===== src/rtl/core/gpthc_pkg.sv =====
// Package for the GPT header checker: item types, codes, constants and CRC32 step.
`timescale 1ns / 1ps

package gpthc_pkg;

    // Header geometry
    localparam int HEADER_BYTES = 92;
    localparam int OFF_W        = 7;
    localparam logic [OFF_W-1:0] OFF_LAST = OFF_W'(HEADER_BYTES - 1);

    // CRC32 (reflected) and field constants
    localparam logic [31:0] CRC_POLY     = 32'hEDB8_8320;
    localparam logic [31:0] CRC_INIT     = 32'hFFFF_FFFF;
    localparam logic [31:0] GPT_REVISION = 32'h0001_0000;

    // "EFI PART" in disk order
    localparam logic [7:0] EFI_SIG [8] = '{
        8'h45, 8'h46, 8'h49, 8'h20, 8'h50, 8'h41, 8'h52, 8'h54
    };

    // Configuration register indexes
    typedef enum logic [1:0] {
        CFG_HEADER_CHECK = 2'd0,
        CFG_CRC_CHECK    = 2'd1,
        CFG_TABLE_CHECK  = 2'd2,
        CFG_BACKUP_CHECK = 2'd3
    } t_cfg_reg;

    // Verdict codes
    typedef enum logic [2:0] {
        ST_OK         = 3'd0,
        ST_SIGNATURE  = 3'd1,
        ST_REVISION   = 3'd2,
        ST_CRC        = 3'd3,
        ST_NO_ENTRIES = 3'd4,
        ST_ENTRY_LBA  = 3'd5,
        ST_NO_BACKUP  = 3'd6,
        ST_BACKUP_SIG = 3'd7
    } t_status;

    // Input item: one header byte
    typedef struct packed {
        logic       mode;
        logic [7:0] header_byte;
        logic       first;
    } t_in_item;

    // Result item: one verdict per header
    typedef struct packed {
        logic [2:0]  status;
        logic        hdr_ok;
        logic        crc_match;
        logic        table_valid;
        logic        backup_ok;
        logic [63:0] next_lba;
        logic [31:0] crc_result;
    } t_out_item;

    // One byte of reflected CRC32, bit by bit
    function automatic logic [31:0] crc32_byte(input logic [31:0] crc,
                                               input logic [7:0]  data);
        logic [31:0] c;
        c = crc ^ {24'd0, data};
        for (int k = 0; k < 8; k++) begin
            c = c[0] ? ((c >> 1) ^ CRC_POLY) : (c >> 1);
        end
        return c;
    endfunction

endpackage


===== src/rtl/core/gpt_header_checker_unit.sv =====
// Top level of the GPT header checker: byte capture, CRC32 and verdict.
`timescale 1ns / 1ps

// Takes one header byte per cycle and returns one verdict item after the last
// byte (offset HEADER_BYTES-1, 91 by default). Each byte is held in an input
// register, then a byte-wide unrolled CRC32 step and the field capture update
// the header state; the verdict is registered in the output register. Bytes
// keep flowing while a verdict waits to be taken; only a last byte waits for a
// full, stalled output register. first=1 restarts a header at offset zero. The
// user must write the four enable bits through the plain write port only while
// the block is idle; the block itself does not enforce this.
module gpt_header_checker_unit (
    input  logic                 i_clk,
    input  logic                 i_rst_n,
    // configuration
    input  logic                 i_cfg_we,
    input  logic [1:0]           i_cfg_index,
    input  logic                 i_cfg_data,
    // header bytes in
    input  logic                 i_in_valid,
    output logic                 o_in_stall,
    input  gpthc_pkg::t_in_item  i_in_item,
    // verdicts out
    output logic                 o_out_valid,
    input  logic                 i_out_stall,
    output gpthc_pkg::t_out_item o_out_item
);

    // Configuration registers
    logic r_en_header;
    logic r_en_crc;
    logic r_en_table;
    logic r_en_backup;

    // Input stage
    logic                r_in_valid;
    gpthc_pkg::t_in_item r_in_item;

    // Header state
    logic [gpthc_pkg::OFF_W-1:0] r_byte_offset;
    logic [31:0] r_running_crc;
    logic [31:0] r_stored_crc;
    logic        r_signature_ok;
    logic [31:0] r_revision_word;
    logic [63:0] r_entry_table_lba;
    logic [31:0] r_entry_count;
    logic [63:0] r_backup_header_lba;

    // Next header state
    logic [31:0] n_running_crc;
    logic [31:0] n_stored_crc;
    logic        n_signature_ok;
    logic [31:0] n_revision_word;
    logic [63:0] n_entry_table_lba;
    logic [31:0] n_entry_count;
    logic [63:0] n_backup_header_lba;

    // Output stage
    logic                 r_out_valid;
    gpthc_pkg::t_out_item r_out_item;
    gpthc_pkg::t_out_item n_out_item;

    logic [gpthc_pkg::OFF_W-1:0] s_off;
    logic [7:0]  s_crc_in;
    logic [31:0] s_final_crc;
    logic        s_last;
    logic        s_advance;
    logic        s_done;
    logic        in_accept;
    logic        out_take;

    // Configuration writes
    always_ff @(posedge i_clk) begin
        if (!i_rst_n) begin
            r_en_header <= 1'b1;
            r_en_crc    <= 1'b1;
            r_en_table  <= 1'b1;
            r_en_backup <= 1'b0;
        end else if (i_cfg_we) begin
            case (gpthc_pkg::t_cfg_reg'(i_cfg_index))
                gpthc_pkg::CFG_HEADER_CHECK: r_en_header <= i_cfg_data;
                gpthc_pkg::CFG_CRC_CHECK:    r_en_crc    <= i_cfg_data;
                gpthc_pkg::CFG_TABLE_CHECK:  r_en_table  <= i_cfg_data;
                gpthc_pkg::CFG_BACKUP_CHECK: r_en_backup <= i_cfg_data;
                default: ;
            endcase
        end
    end

    // Handshake: only a last byte can be held back by a stalled result
    assign out_take   = r_out_valid && !i_out_stall;
    assign s_advance  = r_in_valid && (!s_last || !r_out_valid || !i_out_stall);
    assign o_in_stall = r_in_valid && !s_advance;
    assign in_accept  = i_in_valid && !o_in_stall;

    // Byte processing: field capture and CRC step
    always_comb begin
        s_off               = r_in_item.first ? '0 : r_byte_offset;
        n_running_crc       = r_in_item.first ? gpthc_pkg::CRC_INIT : r_running_crc;
        n_stored_crc        = r_in_item.first ? '0 : r_stored_crc;
        n_signature_ok      = r_in_item.first ? 1'b1 : r_signature_ok;
        n_revision_word     = r_in_item.first ? '0 : r_revision_word;
        n_entry_table_lba   = r_in_item.first ? '0 : r_entry_table_lba;
        n_entry_count       = r_in_item.first ? '0 : r_entry_count;
        n_backup_header_lba = r_in_item.first ? '0 : r_backup_header_lba;
        s_crc_in            = r_in_item.header_byte;

        case (s_off) inside
            [7'd0:7'd7]: begin
                if (r_in_item.header_byte != gpthc_pkg::EFI_SIG[s_off[2:0]]) begin
                    n_signature_ok = 1'b0;
                end
            end
            [7'd8:7'd11]: n_revision_word[{s_off[1:0], 3'b000} +: 8] = r_in_item.header_byte;
            [7'd16:7'd19]: begin
                // stored CRC field enters the CRC as zero
                n_stored_crc[{s_off[1:0], 3'b000} +: 8] = r_in_item.header_byte;
                s_crc_in = 8'd0;
            end
            [7'd32:7'd39]: begin
                n_backup_header_lba[{s_off[2:0], 3'b000} +: 8] = r_in_item.header_byte;
            end
            [7'd72:7'd79]: begin
                n_entry_table_lba[{s_off[2:0], 3'b000} +: 8] = r_in_item.header_byte;
            end
            [7'd80:7'd83]: n_entry_count[{s_off[1:0], 3'b000} +: 8] = r_in_item.header_byte;
            default: ;
        endcase

        n_running_crc = gpthc_pkg::crc32_byte(n_running_crc, s_crc_in);
        s_final_crc   = ~n_running_crc;
        s_last        = (s_off == gpthc_pkg::OFF_LAST);
    end

    // Verdict: first failing check wins
    always_comb begin
        n_out_item            = '0;
        n_out_item.crc_result = s_final_crc;
        n_out_item.status     = gpthc_pkg::ST_OK;
        s_done                = 1'b0;
        if (r_in_item.mode) begin
            // backup header: signature only
            n_out_item.backup_ok = n_signature_ok;
            if (!n_signature_ok) n_out_item.status = gpthc_pkg::ST_BACKUP_SIG;
        end else begin
            n_out_item.hdr_ok   = 1'b1;
            n_out_item.next_lba = n_backup_header_lba;
            if (r_en_header) begin
                if (!n_signature_ok) begin
                    n_out_item.status = gpthc_pkg::ST_SIGNATURE;
                    n_out_item.hdr_ok = 1'b0;
                    s_done            = 1'b1;
                end else if (n_revision_word != gpthc_pkg::GPT_REVISION) begin
                    n_out_item.status = gpthc_pkg::ST_REVISION;
                    n_out_item.hdr_ok = 1'b0;
                    s_done            = 1'b1;
                end
            end
            if (!s_done && r_en_crc) begin
                if (s_final_crc != n_stored_crc) begin
                    n_out_item.status = gpthc_pkg::ST_CRC;
                    s_done            = 1'b1;
                end else begin
                    n_out_item.crc_match = 1'b1;
                end
            end
            if (!s_done && r_en_table) begin
                if (n_entry_count == '0) begin
                    n_out_item.status = gpthc_pkg::ST_NO_ENTRIES;
                    s_done            = 1'b1;
                end else if (n_entry_table_lba == '0) begin
                    n_out_item.status = gpthc_pkg::ST_ENTRY_LBA;
                    s_done            = 1'b1;
                end else begin
                    n_out_item.table_valid = 1'b1;
                end
            end
            if (!s_done && r_en_backup) begin
                if (n_backup_header_lba == '0) begin
                    n_out_item.status = gpthc_pkg::ST_NO_BACKUP;
                end else begin
                    n_out_item.backup_ok = 1'b1;
                end
            end
        end
    end

    // Input register
    always_ff @(posedge i_clk) begin
        if (!i_rst_n) begin
            r_in_valid <= 1'b0;
        end else if (in_accept) begin
            r_in_valid <= 1'b1;
        end else if (s_advance) begin
            r_in_valid <= 1'b0;
        end
    end

    always_ff @(posedge i_clk) begin
        if (in_accept) r_in_item <= i_in_item;
    end

    // Header state; returns to start values after a verdict
    always_ff @(posedge i_clk) begin
        if (!i_rst_n || (s_advance && s_last)) begin
            r_byte_offset       <= '0;
            r_running_crc       <= gpthc_pkg::CRC_INIT;
            r_stored_crc        <= '0;
            r_signature_ok      <= 1'b1;
            r_revision_word     <= '0;
            r_entry_table_lba   <= '0;
            r_entry_count       <= '0;
            r_backup_header_lba <= '0;
        end else if (s_advance) begin
            r_byte_offset       <= s_off + 1'b1;
            r_running_crc       <= n_running_crc;
            r_stored_crc        <= n_stored_crc;
            r_signature_ok      <= n_signature_ok;
            r_revision_word     <= n_revision_word;
            r_entry_table_lba   <= n_entry_table_lba;
            r_entry_count       <= n_entry_count;
            r_backup_header_lba <= n_backup_header_lba;
        end
    end

    // Output register
    always_ff @(posedge i_clk) begin
        if (!i_rst_n) begin
            r_out_valid <= 1'b0;
        end else if (s_advance && s_last) begin
            r_out_valid <= 1'b1;
        end else if (out_take) begin
            r_out_valid <= 1'b0;
        end
    end

    always_ff @(posedge i_clk) begin
        if (s_advance && s_last) r_out_item <= n_out_item;
    end

    assign o_out_valid = r_out_valid;
    assign o_out_item  = r_out_item;

    // A verdict never overwrites one that is still waiting
    a_no_overwrite: assert property (@(posedge i_clk) disable iff (!i_rst_n)
        (s_advance && s_last) |-> !(r_out_valid && i_out_stall))
        else $error("verdict overwrote a pending result");

    // Offset never runs past the last header byte
    a_offset_range: assert property (@(posedge i_clk) disable iff (!i_rst_n)
        r_byte_offset <= gpthc_pkg::OFF_LAST)
        else $error("byte offset out of range");

    // Input stalls only behind a last byte waiting on the output
    a_stall_cause: assert property (@(posedge i_clk) disable iff (!i_rst_n)
        o_in_stall |-> (r_in_valid && s_last && r_out_valid && i_out_stall))
        else $error("input stalled without a pending verdict");

    // After a verdict is produced the header state is back at its start
    a_restart: assert property (@(posedge i_clk) disable iff (!i_rst_n)
        (s_advance && s_last) |=> (r_byte_offset == '0 &&
                                   r_running_crc == gpthc_pkg::CRC_INIT))
        else $error("header state not restarted after verdict");

endmodule


===== config.mk =====
export PLATFORM = sky130hd
export DESIGN_NAME = gpt_header_checker_unit
export DESIGN_NICKNAME = d
export VERILOG_FILES = /design/src/rtl/core/gpthc_pkg.sv /design/src/rtl/core/gpt_header_checker_unit.sv
export SDC_FILE = /design/constraint.sdc
export NUM_CORES = 1
export LEC_CHECK = 0
export ABC_AREA = 1
export BUFFER_PORTS_ARGS = -buffer_cell sky130_fd_sc_hd__buf_2
export CORE_UTILIZATION = 46
export DETAILED_ROUTE_END_ITERATION = 7
export PLACE_DENSITY = 0.6
export SKIP_CTS_REPAIR_TIMING = 1
export SYNTH_ARGS = -nofsm -noshare
export SYNTH_HDL_FRONTEND = slang
export SYNTH_SLANG_ARGS = --single-unit

===== constraint.sdc =====
create_clock -name i_clk -period 6.7 [get_ports i_clk]
set_clock_uncertainty 0.05 [all_clocks]
set_input_delay 1.675 -clock i_clk [delete_from_list [all_inputs] [get_ports i_clk]]
set_output_delay 1.675 -clock i_clk [all_outputs]
set_load 0.02 [all_outputs]

==> qor.csv <==
stage,metric,value,unit
outcome,status,"complete, no violations",
global_route,grt_pass1_wl,101000,um
global_route,gr-total-overflow,0,
pwr,switching_power,1.82,mW
critical_path,crit_slowest_cell,nor4_1,
global_route,grt_antenna_before_repair,2,
critical_path,endpoint_kind,output pin,
route,dr_total_vias,19700,
cts,clk_latency,600,ps
synthesis,yosysWarningCount,0,
cells_and_area,areaGrowthSynthToFinish,11.1,%
pwr,pwr-share-comb,16.9,%
synthesis,synth_top_family_by_area,simple AND/OR/NAND/NOR gates,
sta,setup_violations,0,
route,drt-pass1-iter-count,5,
synthesis,syn_area_per_cell,6.95,um2
synthesis,synth_xor_area_share,0.976,%
synthesis,netlist_area,20500,um2
synthesis,synth.net_count,2980,
sta,fmax,178,MHz
global_route,grt_start_max_net_pins,164,
pwr,seqPwrFrac,43.1,%
cells_and_area,finalNonFillerCells,3588,
critical_path,cp.arrival,3900,ps
pwr,vdd_drop_max,0.208,mV
synthesis,ys_seq_area_share,42.9,%
route,vias_per_cell,5.49,
synthesis,async_reset_ff_share,0,%
cts,cts_tree,built,
route,drc,0,
pwr,internal_power,4.12,mW
synthesis,yosys.area_share.simple,28.1,%
sta,worst_pin_slew,1160,ps
synthesis,synth_fa_ha_area_share,0.610,%
die,die_height,213,um
pwr,leakage,10.3,nW
placed_design,place.gp.congestion,0.901,
cts,clkTransAtPathRegs,60,ps
placed_design,place_ws,926,ps
critical_path,crit_fanout,43,
cells_and_area,final_layout_size_suffix_gt1_share,8.99,%
sta,finalCritPeriodShare,84.0,%
route,wl,66300,um
die,start_util,47.1,%
critical_path,crit_required,4970,ps
global_route,grt_pass1_vias,17600,
synthesis,yosys_register_bits,383,
pwr,clkPwrFrac,40.0,%
synthesis,synthDistinctLibCells,47,
sta,relSlewSlack,22.6,%
sta,period_minus_slack,5620,ps
critical_path,cp_cell_sequence,inv_6 -> nand2_1 -> inv_2 -> ha_1 -> inv_1 -> nor4_1 -> nand3_1 -> nor2_1 -> buf_2,
cts,cts.sink_count,383,
critical_path,rrSetupSlack,1140,ps
sta,fin_ws,1080,ps
worst_hold_path,worstHoldPathType,register to register,
critical_path,path_delay_family,simple AND/OR/NAND/NOR gates,
sta,rsz0062_at_grt,no,
cts,clock_path_buffers,3,
cts,root_buffer,clkbuf_16,
placed_design,portBuffers,122,
pwr,power_density,261,nW/um2
pwr,swShare,30.6,%
global_route,track_usage,29.0,%
cts,cts_buffers,44,
synthesis,ys.flop_type,dfxtp_1,
cells_and_area,fin_nets,2997,
placed_design,dp_cells,3508,
cts,cts-htree-levels,2,
synthesis,synth_edf_count,113,
cells_and_area,layout_commonest_cell,nand2_1,
sta,finalHoldViolCount,0,
synthesis,synthMuxAreaShare,0.683,%
placed_design,dp_hpwl,44900,um
critical_path,path_buf_inv,4,
route,final_antenna_net_count,0,
synthesis,synth_compound_area_share,15.8,%
die,io_pins,123,
die,die_x,213,um
die,core,43600,um2
sta,finalSetupTns,0,ps
sta,drv_slew,0,
synthesis,synth_cells,2952,
cells_and_area,mostFrequentLayoutCells,"525 x nand2_1, 426 x nor2_1, 394 x inv_1",
critical_path,critical-path-max-stage-delay,520,ps
critical_path,critPathKind,register to output pin,
critical_path,start_kind,register,
route,drtIter0Drc,1781,
route,wire_per_inst,18.5,um
die,num_rows,76,
job,max_cap_viol_count,0,
die,die_area,45400,um2
power groups by stage:
stage               Clock [mW]  Combinational (mW)  Sequential (mW)
finish                    2.38                1.01             2.56
global route              2.51                1.12             2.57
CTS                       2.43               0.991             2.56
detailed placement           0               0.986             2.61
global placement             0               0.978             2.60
floorplan                    0               0.693             2.58
synthesized netlist by cell type (2+ instances only):
cell type    n  area share [%]
nor3_1      32            0.78
o21ai_1     11            0.27
buf_1       14            0.26
inv_2       12            0.22
o22ai_1     14            0.43
nor4_1      14            0.43
nand3_1    262             6.4
ha_1        10            0.61
o21a_1       4            0.15
nor3b_1      2           0.073
a32oi_1      3            0.13
nand2_4      2            0.11
inv_1      396             7.2
edfxtp_1   113              17
nand3b_1     8            0.29
nor3_2       2           0.098
buf_6        3            0.16
buf_4        2           0.073
clkbuf_1   131             2.4
nor2_2       7            0.21
or2_0        2           0.061
o31ai_1     14            0.51
o21ai_0    333             8.1
or2_2        2           0.061
or2_1        3           0.092
a31oi_1     14            0.43
dfxtp_1    270              26
o211ai_1    76             2.8
mux2i_1     14            0.68
xor2_1      18            0.77
nand2_1    527             9.6
a21oi_1    115             2.8
nand2_2     30            0.92
buf_2       19            0.46
clkinv_1     2           0.037
nor2_1     427             7.8
nand4_1     32            0.98
xnor2_1      3            0.13
logic make-up (layout without fill, tap and decap cells):
logic type	after synthesis	in the layout
buffers and inverters	579	629
and+or+nand+nor	1355	1355
muxes	14	14
AOI/OAI and AO/OA	589	589
xor gates and xnor gates	22	22
DFF	383	383
adders and majority gates	10	10
other	0	1
layout make-up:
cell class                 instances  area (um2)
fill                            4360       20800
multi-input combinational       1990        9500
sequential                       383        8800
inverter                         410        1550
clock buffer                      65        1300
timing repair buffer             140         771
tap                              585         732
clock inverter                    14         121
antenna                            1        2.50
state kept, by name, indices dropped and copies added (netlist names):
signal / flops
o_out_item: 103
r_backup_header_lba: 64
r_entry_table_lba: 64
r_entry_count: 32
r_revision_word: 32
r_running_crc: 32
r_stored_crc: 32
r_in_item: 10
r_byte_offset: 7
o_out_valid: 1
r_en_backup: 1
r_en_crc: 1
r_en_header: 1
r_en_table: 1
r_in_valid: 1
r_signature_ok: 1
worst min-delay path, stage by stage (launching register included):
cell	delay, ps
dfxtp_1	300
nand2_1	60
a21oi_1	60
stage by stage:
| step | hold slack [ps] | area, um2 | util, % | total power [mW] |
|---|---|---|---|---|
| final | 415 | 22800 | 52.3 | 5.94 |
| after global routing | 433 | 22800 | 52.3 | 6.20 |
| after CTS | 416 | 22800 | 52.3 | 5.97 |
| after detailed placement | 407 | 21400 | 49.0 | 3.59 |
| after global placement | 396 | 21400 | 49.0 | 3.58 |
| after floorplan | 379 | 20500 | - | 3.28 |
per-layer routing:
layer,vias to the layer above,share of wire (%),global-route usage (%)
li1,9688,-,-
met1,9214,47,42.3
met2,687,42,43.1
met3,98,8.6,5.43
met4,2,2.5,9.01
met5,-,0.017,0
final timing paths:
kind | start | end | depth (start not counted)
min reg2reg | r_revision_word[0]$_SDFFE_PP0P_ | r_revision_word[0]$_SDFFE_PP0P_ | 2
max | r_in_item[0]$_DFFE_PP_ | o_in_stall | 9
min | r_revision_word[0]$_SDFFE_PP0P_ | r_revision_word[0]$_SDFFE_PP0P_ | 2
max reg2reg | r_in_item[0]$_DFFE_PP_ | o_out_item[100]$_DFFE_PP_ | 26
Note: power is estimated with default switching activity, not from simulation.
